[src/rtl/pcan_pkg.sv]
// Shared constants, payload types and item classes of the path canonicalizer.
`default_nettype none
package pcan_pkg;

	// Sizes: output buffer capacity is clamped so a path fits into 16 words
	localparam int OUT_SIZE  = 128;
	localparam int JOIN_SIZE = 128;
	localparam int CAP       = (OUT_SIZE > 129) ? 129 : OUT_SIZE;
	localparam int LEN_W     = ($clog2(CAP) < 4) ? 4 : $clog2(CAP);
	localparam int ROW_W     = LEN_W - 3;
	localparam int ROWS      = (CAP + 7) / 8;
	localparam int JOIN_W    = $clog2(JOIN_SIZE);

	// Queue between front and back
	localparam int QDEPTH = 4;
	localparam int QPTR_W = 2;
	localparam int QCNT_W = 3;

	localparam logic [7:0] CHAR_SLASH = 8'h2F;
	localparam logic [7:0] CHAR_DOT   = 8'h2E;

	// Item class decided by the front
	typedef enum logic [1:0] {
		CLS_NONE  = 2'd0,
		CLS_SLASH = 2'd1,
		CLS_DOT   = 2'd2,
		CLS_CHAR  = 2'd3
	} cls_t;

	typedef struct packed {
		logic [7:0] path_byte;
		logic       final_byte;
	} in_t;

	typedef struct packed {
		logic [63:0] out_word;
		logic [3:0]  out_count;
		logic        out_last;
		logic        path_error;
	} out_t;

	typedef struct packed {
		cls_t       cls;
		logic [7:0] ch;
		logic       fin;
	} op_t;

	typedef struct packed {
		logic not_empty;
		logic not_full;
	} q_stat_t;

endpackage
`default_nettype wire

[src/rtl/pcan_front.sv]
// Front end: accepts input items, applies the join limit and classifies each byte.
`default_nettype none
module pcan_front (
	input  wire                     clk,
	input  wire                     arst_n,
	input  wire                     item_valid,
	output logic                    item_ready,
	input  pcan_pkg::in_t           item,
	input  pcan_pkg::q_stat_t       q_stat,
	output logic                    push,
	output pcan_pkg::op_t           push_op
);

	logic [pcan_pkg::JOIN_W-1:0] joined_q;
	logic accept;
	logic take;

	assign item_ready = q_stat.not_full;
	assign accept     = item_valid && item_ready;
	assign take       = (item.path_byte != 8'd0) &&
		(joined_q < pcan_pkg::JOIN_W'(pcan_pkg::JOIN_SIZE - 1));

	// Only items that change state or end a path go to the back end
	assign push = accept && (take || item.final_byte);

	// Classify
	always_comb begin
		push_op.ch  = item.path_byte;
		push_op.fin = item.final_byte;
		if (!take) begin
			push_op.cls = pcan_pkg::CLS_NONE;
		end else if (item.path_byte == pcan_pkg::CHAR_SLASH) begin
			push_op.cls = pcan_pkg::CLS_SLASH;
		end else if (item.path_byte == pcan_pkg::CHAR_DOT) begin
			push_op.cls = pcan_pkg::CLS_DOT;
		end else begin
			push_op.cls = pcan_pkg::CLS_CHAR;
		end
	end

	// Joined byte count, restarts after the final byte
	always_ff @(posedge clk or negedge arst_n) begin
		if (!arst_n) begin
			joined_q <= '0;
		end else if (accept) begin
			if (item.final_byte) begin
				joined_q <= '0;
			end else if (take) begin
				joined_q <= joined_q + pcan_pkg::JOIN_W'(1);
			end
		end
	end

endmodule
`default_nettype wire

[src/rtl/pcan_fifo.sv]
// Short queue of classified items between the front and back ends.
`default_nettype none
module pcan_fifo (
	input  wire                     clk,
	input  wire                     arst_n,
	input  wire                     push,
	input  pcan_pkg::op_t           push_op,
	input  wire                     pop,
	output pcan_pkg::op_t           pop_op,
	output pcan_pkg::q_stat_t       q_stat
);

	pcan_pkg::op_t q_mem_q [pcan_pkg::QDEPTH];
	logic [pcan_pkg::QPTR_W-1:0] wr_ptr_q;
	logic [pcan_pkg::QPTR_W-1:0] rd_ptr_q;
	logic [pcan_pkg::QCNT_W-1:0] cnt_q;

	assign pop_op           = q_mem_q[rd_ptr_q];
	assign q_stat.not_empty = (cnt_q != '0);
	assign q_stat.not_full  = (cnt_q != pcan_pkg::QCNT_W'(pcan_pkg::QDEPTH));

	// Storage
	always_ff @(posedge clk) begin
		if (push) begin
			q_mem_q[wr_ptr_q] <= push_op;
		end
	end

	// Pointers and fill count
	always_ff @(posedge clk or negedge arst_n) begin
		if (!arst_n) begin
			wr_ptr_q <= '0;
			rd_ptr_q <= '0;
			cnt_q    <= '0;
		end else begin
			if (push) begin
				wr_ptr_q <= wr_ptr_q + pcan_pkg::QPTR_W'(1);
			end
			if (pop) begin
				rd_ptr_q <= rd_ptr_q + pcan_pkg::QPTR_W'(1);
			end
			if (push && !pop) begin
				cnt_q <= cnt_q + pcan_pkg::QCNT_W'(1);
			end else if (pop && !push) begin
				cnt_q <= cnt_q - pcan_pkg::QCNT_W'(1);
			end
		end
	end

endmodule
`default_nettype wire

[src/rtl/pcan_back.sv]
// Back end: component tracking, canonical buffer, dot-dot rollback and word emission.
`default_nettype none
module pcan_back (
	input  wire                     clk,
	input  wire                     arst_n,
	input  pcan_pkg::q_stat_t       q_stat,
	input  pcan_pkg::op_t           pop_op,
	output logic                    pop,
	output logic                    result_valid,
	input  wire                     result_ready,
	output pcan_pkg::out_t          result
);

	localparam int LW = pcan_pkg::LEN_W;
	localparam int RW = pcan_pkg::ROW_W;

	typedef enum logic [6:0] {
		S_IDLE   = 7'b0000001,
		S_APP    = 7'b0000010,
		S_ENDC   = 7'b0000100,
		S_RB_RD  = 7'b0001000,
		S_RB_CHK = 7'b0010000,
		S_EMIT   = 7'b0100000,
		S_WORD   = 7'b1000000
	} state_t;

	state_t state_q, state_d;

	// Path state
	logic [LW-1:0] canon_len_q, canon_len_d;
	logic          last_slash_q, last_slash_d;
	logic          plain_q, plain_d;
	logic [1:0]    dots_q, dots_d;
	logic          ovf_q, ovf_d;
	logic          fin_q, fin_d;

	// Pending appends of one item
	logic          app_slash_q, app_slash_d;
	logic [1:0]    app_dots_q, app_dots_d;
	logic [7:0]    app_char_q, app_char_d;
	logic [7:0]    app_b;

	// Emission
	logic [LW-1:0] rem_q, rem_d;
	logic [RW-1:0] word_q, word_d;

	// Buffer memory, one row of eight bytes per entry
	logic [63:0]   canon_buf_q [pcan_pkg::ROWS];
	logic [63:0]   rd_row_q;
	logic          rd_en;
	logic [RW-1:0] rd_idx;
	logic          wr_en;

	// Output register
	pcan_pkg::out_t result_q, res_d;
	logic           result_valid_q;
	logic           res_load;
	logic           slot_free;

	logic [LW-1:0] lenm1;
	logic [LW-1:0] len1;
	logic [LW-1:0] elen;
	logic          found;
	logic [2:0]    k_sel;
	logic [3:0]    cnt;
	logic [63:0]   word_bytes;
	state_t        post;

	assign result       = result_q;
	assign result_valid = result_valid_q;
	assign slot_free    = !result_valid_q || result_ready;
	assign lenm1        = canon_len_q - LW'(1);
	assign len1         = last_slash_q ? lenm1 : canon_len_q;
	assign elen         = (last_slash_q && canon_len_q > LW'(1)) ? lenm1 : canon_len_q;
	assign post         = fin_q ? S_EMIT : S_IDLE;

	// Next byte to append: separator, held dots, then the character
	always_comb begin
		if (app_slash_q) begin
			app_b = pcan_pkg::CHAR_SLASH;
		end else if (app_dots_q != 2'd0) begin
			app_b = pcan_pkg::CHAR_DOT;
		end else begin
			app_b = app_char_q;
		end
	end

	// Rollback scan: highest slash at or below the last byte within the read row
	always_comb begin
		found = 1'b0;
		k_sel = 3'd0;
		for (int k = 0; k < 8; k++) begin
			if (3'(k) <= lenm1[2:0] &&
				(rd_row_q[8*k +: 8] == pcan_pkg::CHAR_SLASH ||
				(k == 0 && lenm1[LW-1:3] == '0))) begin
				found = 1'b1;
				k_sel = 3'(k);
			end
		end
	end

	// Output word from the read row; entry 0 is always the root slash
	assign cnt = (rem_q > LW'(8)) ? 4'd8 : rem_q[3:0];
	always_comb begin
		for (int k = 0; k < 8; k++) begin
			if (4'(k) >= cnt) begin
				word_bytes[8*k +: 8] = 8'd0;
			end else if (k == 0 && word_q == '0) begin
				word_bytes[8*k +: 8] = pcan_pkg::CHAR_SLASH;
			end else begin
				word_bytes[8*k +: 8] = rd_row_q[8*k +: 8];
			end
		end
	end

	// Sequencer
	always_comb begin
		state_d      = state_q;
		canon_len_d  = canon_len_q;
		last_slash_d = last_slash_q;
		plain_d      = plain_q;
		dots_d       = dots_q;
		ovf_d        = ovf_q;
		fin_d        = fin_q;
		app_slash_d  = app_slash_q;
		app_dots_d   = app_dots_q;
		app_char_d   = app_char_q;
		rem_d        = rem_q;
		word_d       = word_q;
		pop          = 1'b0;
		wr_en        = 1'b0;
		rd_en        = 1'b0;
		rd_idx       = '0;
		res_load     = 1'b0;
		res_d        = result_q;
		case (state_q)
			S_IDLE: begin
				if (q_stat.not_empty) begin
					pop   = 1'b1;
					fin_d = pop_op.fin;
					if (ovf_q || pop_op.cls == pcan_pkg::CLS_NONE) begin
						state_d = pop_op.fin ? S_ENDC : S_IDLE;
					end else if (pop_op.cls == pcan_pkg::CLS_SLASH) begin
						state_d = S_ENDC;
					end else if (pop_op.cls == pcan_pkg::CLS_DOT && !plain_q &&
						dots_q != 2'd2) begin
						// hold the dot until the component proves not to be . or ..
						dots_d  = dots_q + 2'd1;
						state_d = pop_op.fin ? S_ENDC : S_IDLE;
					end else begin
						app_slash_d = !plain_q && !last_slash_q;
						app_dots_d  = plain_q ? 2'd0 : dots_q;
						app_char_d  = pop_op.ch;
						plain_d     = 1'b1;
						dots_d      = 2'd0;
						state_d     = S_APP;
					end
				end
			end
			S_APP: begin
				if (!ovf_q) begin
					if (canon_len_q >= LW'(pcan_pkg::CAP - 1)) begin
						ovf_d = 1'b1;
					end else begin
						wr_en        = 1'b1;
						canon_len_d  = canon_len_q + LW'(1);
						last_slash_d = (app_b == pcan_pkg::CHAR_SLASH);
					end
				end
				if (app_slash_q) begin
					app_slash_d = 1'b0;
				end else if (app_dots_q != 2'd0) begin
					app_dots_d = app_dots_q - 2'd1;
				end else begin
					state_d = fin_q ? S_ENDC : S_IDLE;
				end
			end
			S_ENDC: begin
				if (ovf_q) begin
					state_d = S_EMIT;
				end else begin
					plain_d = 1'b0;
					dots_d  = 2'd0;
					state_d = post;
					// dot-dot: drop trailing slash, then walk back to the previous one
					if (!plain_q && dots_q == 2'd2 && canon_len_q > LW'(1)) begin
						canon_len_d = len1;
						if (len1 > LW'(1)) begin
							state_d = S_RB_RD;
						end else begin
							last_slash_d = 1'b1;
						end
					end
				end
			end
			S_RB_RD: begin
				rd_en   = 1'b1;
				rd_idx  = lenm1[LW-1:3];
				state_d = S_RB_CHK;
			end
			S_RB_CHK: begin
				if (found) begin
					canon_len_d  = {lenm1[LW-1:3], k_sel} + LW'(1);
					last_slash_d = 1'b1;
					state_d      = post;
				end else begin
					canon_len_d = {lenm1[LW-1:3], 3'b000};
					state_d     = S_RB_RD;
				end
			end
			S_EMIT: begin
				if (ovf_q) begin
					if (slot_free) begin
						res_load         = 1'b1;
						res_d.out_word   = '0;
						res_d.out_count  = 4'd0;
						res_d.out_last   = 1'b1;
						res_d.path_error = 1'b1;
						canon_len_d      = LW'(1);
						last_slash_d     = 1'b1;
						plain_d          = 1'b0;
						dots_d           = 2'd0;
						ovf_d            = 1'b0;
						state_d          = S_IDLE;
					end
				end else begin
					rem_d   = elen;
					word_d  = '0;
					rd_en   = 1'b1;
					rd_idx  = '0;
					state_d = S_WORD;
				end
			end
			S_WORD: begin
				if (slot_free) begin
					res_load         = 1'b1;
					res_d.out_word   = word_bytes;
					res_d.out_count  = cnt;
					res_d.out_last   = (rem_q <= LW'(8));
					res_d.path_error = 1'b0;
					if (rem_q <= LW'(8)) begin
						canon_len_d  = LW'(1);
						last_slash_d = 1'b1;
						plain_d      = 1'b0;
						dots_d       = 2'd0;
						ovf_d        = 1'b0;
						state_d      = S_IDLE;
					end else begin
						rem_d  = rem_q - LW'(8);
						word_d = word_q + RW'(1);
						rd_en  = 1'b1;
						rd_idx = word_q + RW'(1);
					end
				end
			end
			default: begin
				state_d = S_IDLE;
			end
		endcase
	end

	// Buffer memory with registered read
	always_ff @(posedge clk) begin
		if (wr_en) begin
			canon_buf_q[canon_len_q[LW-1:3]][{canon_len_q[2:0], 3'b000} +: 8] <= app_b;
		end
		if (rd_en) begin
			rd_row_q <= canon_buf_q[rd_idx];
		end
	end

	// Result payload
	always_ff @(posedge clk) begin
		if (res_load) begin
			result_q <= res_d;
		end
	end

	// Control state
	always_ff @(posedge clk or negedge arst_n) begin
		if (!arst_n) begin
			state_q        <= S_IDLE;
			canon_len_q    <= LW'(1);
			last_slash_q   <= 1'b1;
			plain_q        <= 1'b0;
			dots_q         <= 2'd0;
			ovf_q          <= 1'b0;
			fin_q          <= 1'b0;
			app_slash_q    <= 1'b0;
			app_dots_q     <= 2'd0;
			app_char_q     <= 8'd0;
			rem_q          <= '0;
			word_q         <= '0;
			result_valid_q <= 1'b0;
		end else begin
			state_q      <= state_d;
			canon_len_q  <= canon_len_d;
			last_slash_q <= last_slash_d;
			plain_q      <= plain_d;
			dots_q       <= dots_d;
			ovf_q        <= ovf_d;
			fin_q        <= fin_d;
			app_slash_q  <= app_slash_d;
			app_dots_q   <= app_dots_d;
			app_char_q   <= app_char_d;
			rem_q        <= rem_d;
			word_q       <= word_d;
			if (res_load) begin
				result_valid_q <= 1'b1;
			end else if (result_ready) begin
				result_valid_q <= 1'b0;
			end
		end
	end

endmodule
`default_nettype wire

[src/rtl/path_canonicalizer_unit.sv]
// Path canonicalizer top level: front end, 4-entry item queue and back end.
// Back end per item: pop, then append each byte in turn (separator, held dots, character),
// close a component ('/' or final item), and read and check each buffer row walked back on '..'.
// A final item then emits its path as 8-byte words, or one error result; each result is held
// until the receiver has room for it.
// Reset (arst_n low, asynchronous) returns the path to root and empties the queue.
`default_nettype none
module path_canonicalizer_unit (
	input  wire                     clk,
	input  wire                     arst_n,
	input  wire                     item_valid,
	output logic                    item_ready,
	input  pcan_pkg::in_t           item,
	output logic                    result_valid,
	input  wire                     result_ready,
	output pcan_pkg::out_t          result
);

	pcan_pkg::q_stat_t q_stat;
	pcan_pkg::op_t     push_op;
	pcan_pkg::op_t     pop_op;
	logic              push;
	logic              pop;

	pcan_front u_front (
		.clk        (clk),
		.arst_n     (arst_n),
		.item_valid (item_valid),
		.item_ready (item_ready),
		.item       (item),
		.q_stat     (q_stat),
		.push       (push),
		.push_op    (push_op)
	);

	pcan_fifo u_fifo (
		.clk     (clk),
		.arst_n  (arst_n),
		.push    (push),
		.push_op (push_op),
		.pop     (pop),
		.pop_op  (pop_op),
		.q_stat  (q_stat)
	);

	pcan_back u_back (
		.clk          (clk),
		.arst_n       (arst_n),
		.q_stat       (q_stat),
		.pop_op       (pop_op),
		.pop          (pop),
		.result_valid (result_valid),
		.result_ready (result_ready),
		.result       (result)
	);

endmodule
`default_nettype wire

[config.mk]
export PLATFORM = sky130hd
export DESIGN_NAME = path_canonicalizer_unit
export DESIGN_NICKNAME = d
export VERILOG_FILES = /design/src/rtl/pcan_pkg.sv /design/src/rtl/pcan_front.sv /design/src/rtl/pcan_fifo.sv /design/src/rtl/pcan_back.sv /design/src/rtl/path_canonicalizer_unit.sv
export SDC_FILE = /design/constraint.sdc
export NUM_CORES = 2
export LEC_CHECK = 0
export BUFFER_PORTS_ARGS = -buffer_cell sky130_fd_sc_hd__buf_2
export CORE_MARGIN = 10
export CORE_UTILIZATION = 62
export DETAILED_ROUTE_END_ITERATION = 10
export PLACE_DENSITY = 0.76
export SYNTH_ARGS = -nofsm -noshare
export SYNTH_HDL_FRONTEND = slang
export SYNTH_SLANG_ARGS = --single-unit
[constraint.sdc]
create_clock -name clk -period 8.85 [get_ports clk]
set_input_delay 0.885 -clock clk [delete_from_list [all_inputs] [get_ports clk]]
set_output_delay 0.885 -clock clk [all_outputs]
set_load 0.01 [all_outputs]
==> results by group <==
Final layout
  – Finished Cell Area: 55,500 um^2
  – Share of cells above drive strength 1: between 10% and 20%
  – Antenna cells: 0
  – Layout area overhead: 10.2%
  – Nets@finish: around 3,100
  – Fillers: around 5,100

Yosys
  – Synth Flop Type: edfxtp_1
  – Sequential area share after synthesis: between 70% and 80%
  – Asr flop ratio synth: around 4.5%
  – Post-Syn Instances: about 3,000
  – Mapped Area: 50,300 um^2
  – Avg Cell Area, Syn: between 15 and 20 um^2
  – Commonest cells post-synth: edfxtp_1, mux2i_1, nor2_1
  – Largest family of logic cells by synthesized area: multiplexers
  – Synth Warn #: 0
  – Top-count cell post-synth: edfxtp_1
  – Leading area contributor after synthesis: edfxtp_1
  – Post-synthesis adder-cell area fraction: less than 1%
  – Share of the synthesized area in the top cell type: around 72%
  – Yosys reg bits: between 1,000 and 1,500
  – Synth unique cells: 83
  – Mapped Nets: approximately 3,000
  – Post-synthesis xor/xnor area fraction: 0.400%
  – Post-synthesis compound-gate area fraction: 5.49%
  – Multiplexer share of the synthesized area: between 10 and 15%
  – Number of enable flip-flop cells after synthesis: 1,202
  – Largest cells by area after synthesis: edfxtp_1, mux2i_1, dfrtp_1
  – Simple-Gate Fraction of Synth Area: about 6.2%

GRT
  – Initial antenna violation count: 2
  – Global routing usage on met3: 5.30%
  – Gr usage total: approximately 25%
  – Grt met1 use: roughly a third
  – Largest net degree at the start of global routing: 129
  – Most Used Layer, Global Route: met2
  – First-pass GRT wire length: approximately 180,000 um
  – GR Util met2: between 40 and 50%
  – GRT overflow: 0
  – Vias in the first global route: between 20,000 and 30,000

Place
  – DP Worst Slack: about 3.6 ns
  – Hpwl dp: approximately 74,000 um
  – DP Area: a little over 50,000 um^2
  – PortBufs: 84
  – Final Wtd Congestion: just under 0.9

Routing
  – Via count of the routed design: about 28,000
  – Vias per cell: approximately 6.6
  – Post-route ant nets: 0
  – Drt first pass iters: 6
  – Iteration-0 DRC Markers: around 3,100
  – Drt wl/cell: approximately 28 um
  – Final WL: 120,000 um
  – DR DRC count: 0

Worst setup path
  – Crit path capture type: flop
  – Required @ worst endpoint: slightly above 9 ns
  – R2R Setup Slk: around 3.6 ns
  – Critical Path Source Type: flop
  – Critical Path AT: 5.74 ns
  – Worst Path Max Fanout: 51
  – Kind of critical path: flop to flop

Clock tree
  – CTS Sinks: 1,259
  – Clock edge transition at the registers on the reported setup and hold paths: 0.06 ns
  – CTS Buffer Depth: 3
  – Total CTS buffers: ~120
  – CTS root buf: clkbuf_16
  – Post-CTS Setup Bufs: 0
  – H-tree levels: 3
  – CTS tree: yes
  – Later-pin clock latency in the skew report: approximately 0.7 ns
  – Hold buffers post-CTS: 0
  – Post-cts resize count: 0

STA
  – Max Clk Rate: 0.189 GHz
  – Final Cycle Share: roughly 60%
  – Worst slew margin: around 4.6%
  – Fin crit period: around 5.3 ns
  – Final hold vios: 0
  – Final slew viol count: 0
  – Final setup fails: 0
  – Setup TNS: 0 ns
  – Worst-Margin Slew: between 1 and 1.5 ns
  – RSZ-0062 raised after global routing: false
  – Final WS setup: around 3.6 ns
  – Clk_skew: between 0.03 and 0.04 ns

Floorplan
  – Die area: 93,000 um^2
  – Starting Density: 62.5%
  – Die Ht: roughly 300 um
  – Ports: between 80 and 90
  – Core ar.: between 80,000 and 90,000 um^2
  – Rows: approximately 100
  – Die X: around 300 um

Run status
  – Status: finished, final reports clean

Power and ir drop
  – PD cells: roughly 260 nW/um^2
  – Max rail drop VDD: between 0.0002 and 0.00025 V
  – Leakage dissipation: 16.8 nW

Flow run
  – Max_cap viols: 0

Min path
  – Worst hold path class: primary input to async pin
## area by class of cell
cell class	instances	area, um^2	share of cell area [%]
Multi-Input combinational cell	1566	11900	21.5
Inverter	22	82.6	0.149
Sequential cell	1259	37500	67.6
Clock inverter	82	877	1.58
Tap cell	1060	1330	2.39
Timing Repair Buffer	112	668	1.20
Clock buffer	143	3070	5.53
## path summary, 6_finish.rpt
| kind | startpoint | endpoint | depth (start not counted) |
|---|---|---|---|
| setup / recovery | u_back.canon_len_q[0] | u_back.rd_row_q[15] | 11 |
| hold / removal | arst_n | u_fifo.wr_ptr_q[1] | 2 |
| setup reg to reg | u_back.canon_len_q[0] | u_back.rd_row_q[15] | 11 |
| hold reg to reg | u_fifo.cnt_q[2] | u_fifo.cnt_q[2] | 1 |
| max in group asynchronous | arst_n | u_back.canon_len_q[3] | 2 |
| min in group clk | item[8] | u_fifo.q_mem_q[0][8] | 1 |
## cells by family after synthesis
kind of cell	Yosys count
DFF	1259
and+or+nand+nor	603
muxes	539
AOI/OAI and AO/OA	382
buffers and inverters	184
xor gates and xnor gates	23
adders and majority gates	19
## metal layers
metal,vias up,wire length [um]
met5,-,78
met4,6,5420
met3,314,11000
met2,1396,58300
met1,14200,45400
li1,12000,-
## worst max-delay path: stages (launching register included)
cell       delay [ns]
dfstp_2          0.73
clkinv_1         0.33
ha_1             0.37
or3b_2           0.26
xnor2_1          0.27
o2bb2ai_4        0.53
buf_4            0.82
buf_4            0.62
mux2i_1          0.25
o22a_1           0.15
o221ai_1         0.18
or3_1            0.43
## state kept, by name (all words and copies together), names as in the netlist
signal               flops
u_back.dots_q            2
u_back.canon_buf_q    1024
u_fifo.q_mem_q          44
u_back.last_slash_q      1
u_fifo.rd_ptr_q          2
u_back.canon_len_q       7
u_back.plain_q           1
u_back.rem_q             7
u_back.app_slash_q       1
u_back.fin_q             1
u_back.rd_row_q         64
u_back.result_valid      1
u_back.app_char_q        8
u_back.ovf_q             1
u_fifo.cnt_q             3
u_fifo.wr_ptr_q          2
u_front.joined_q         7
u_back.result           70
u_back.word_q            4
u_back.state_q           7
u_back.app_dots_q        2
## power breakdown
group,internal [mW],switching (mW)
sequential,7.12,0.203
combinational,0.437,1.36
clock,2.92,2.18
total,10.5,3.75
## placed cells by master (no fill, tap or decap), types with 34 or more instances in the layout
cell type  Yosys  routed
o221ai_1      66      66
clkinv_1       2      34
and2_1        66      66
clkbuf_16      0     119
o22a_1        67      67
buf_2         69      84
nor2_1       256     252
o22ai_1      132     132
edfxtp_1    1202    1202
mux2i_1      515     515
dfrtp_1       54      54
or3_1         74      69
nand2_1       48      48
## stage by stage
step | hold WS [ns] | power (mW) | cells | util, %
after floorplan | 0.457 | 8.43 | 3009 | -
after CTS | 0.337 | 14.2 | 4244 | 68.9
after global placement | 0.476 | 9.12 | 4019 | 64.0
after detailed placement | 0.500 | 9.20 | 4019 | 64.0
after global routing | 0.395 | 14.7 | 4244 | 68.9
final | 0.331 | 14.2 | 4244 | 68.9
(Power assumes the default switching activity.)
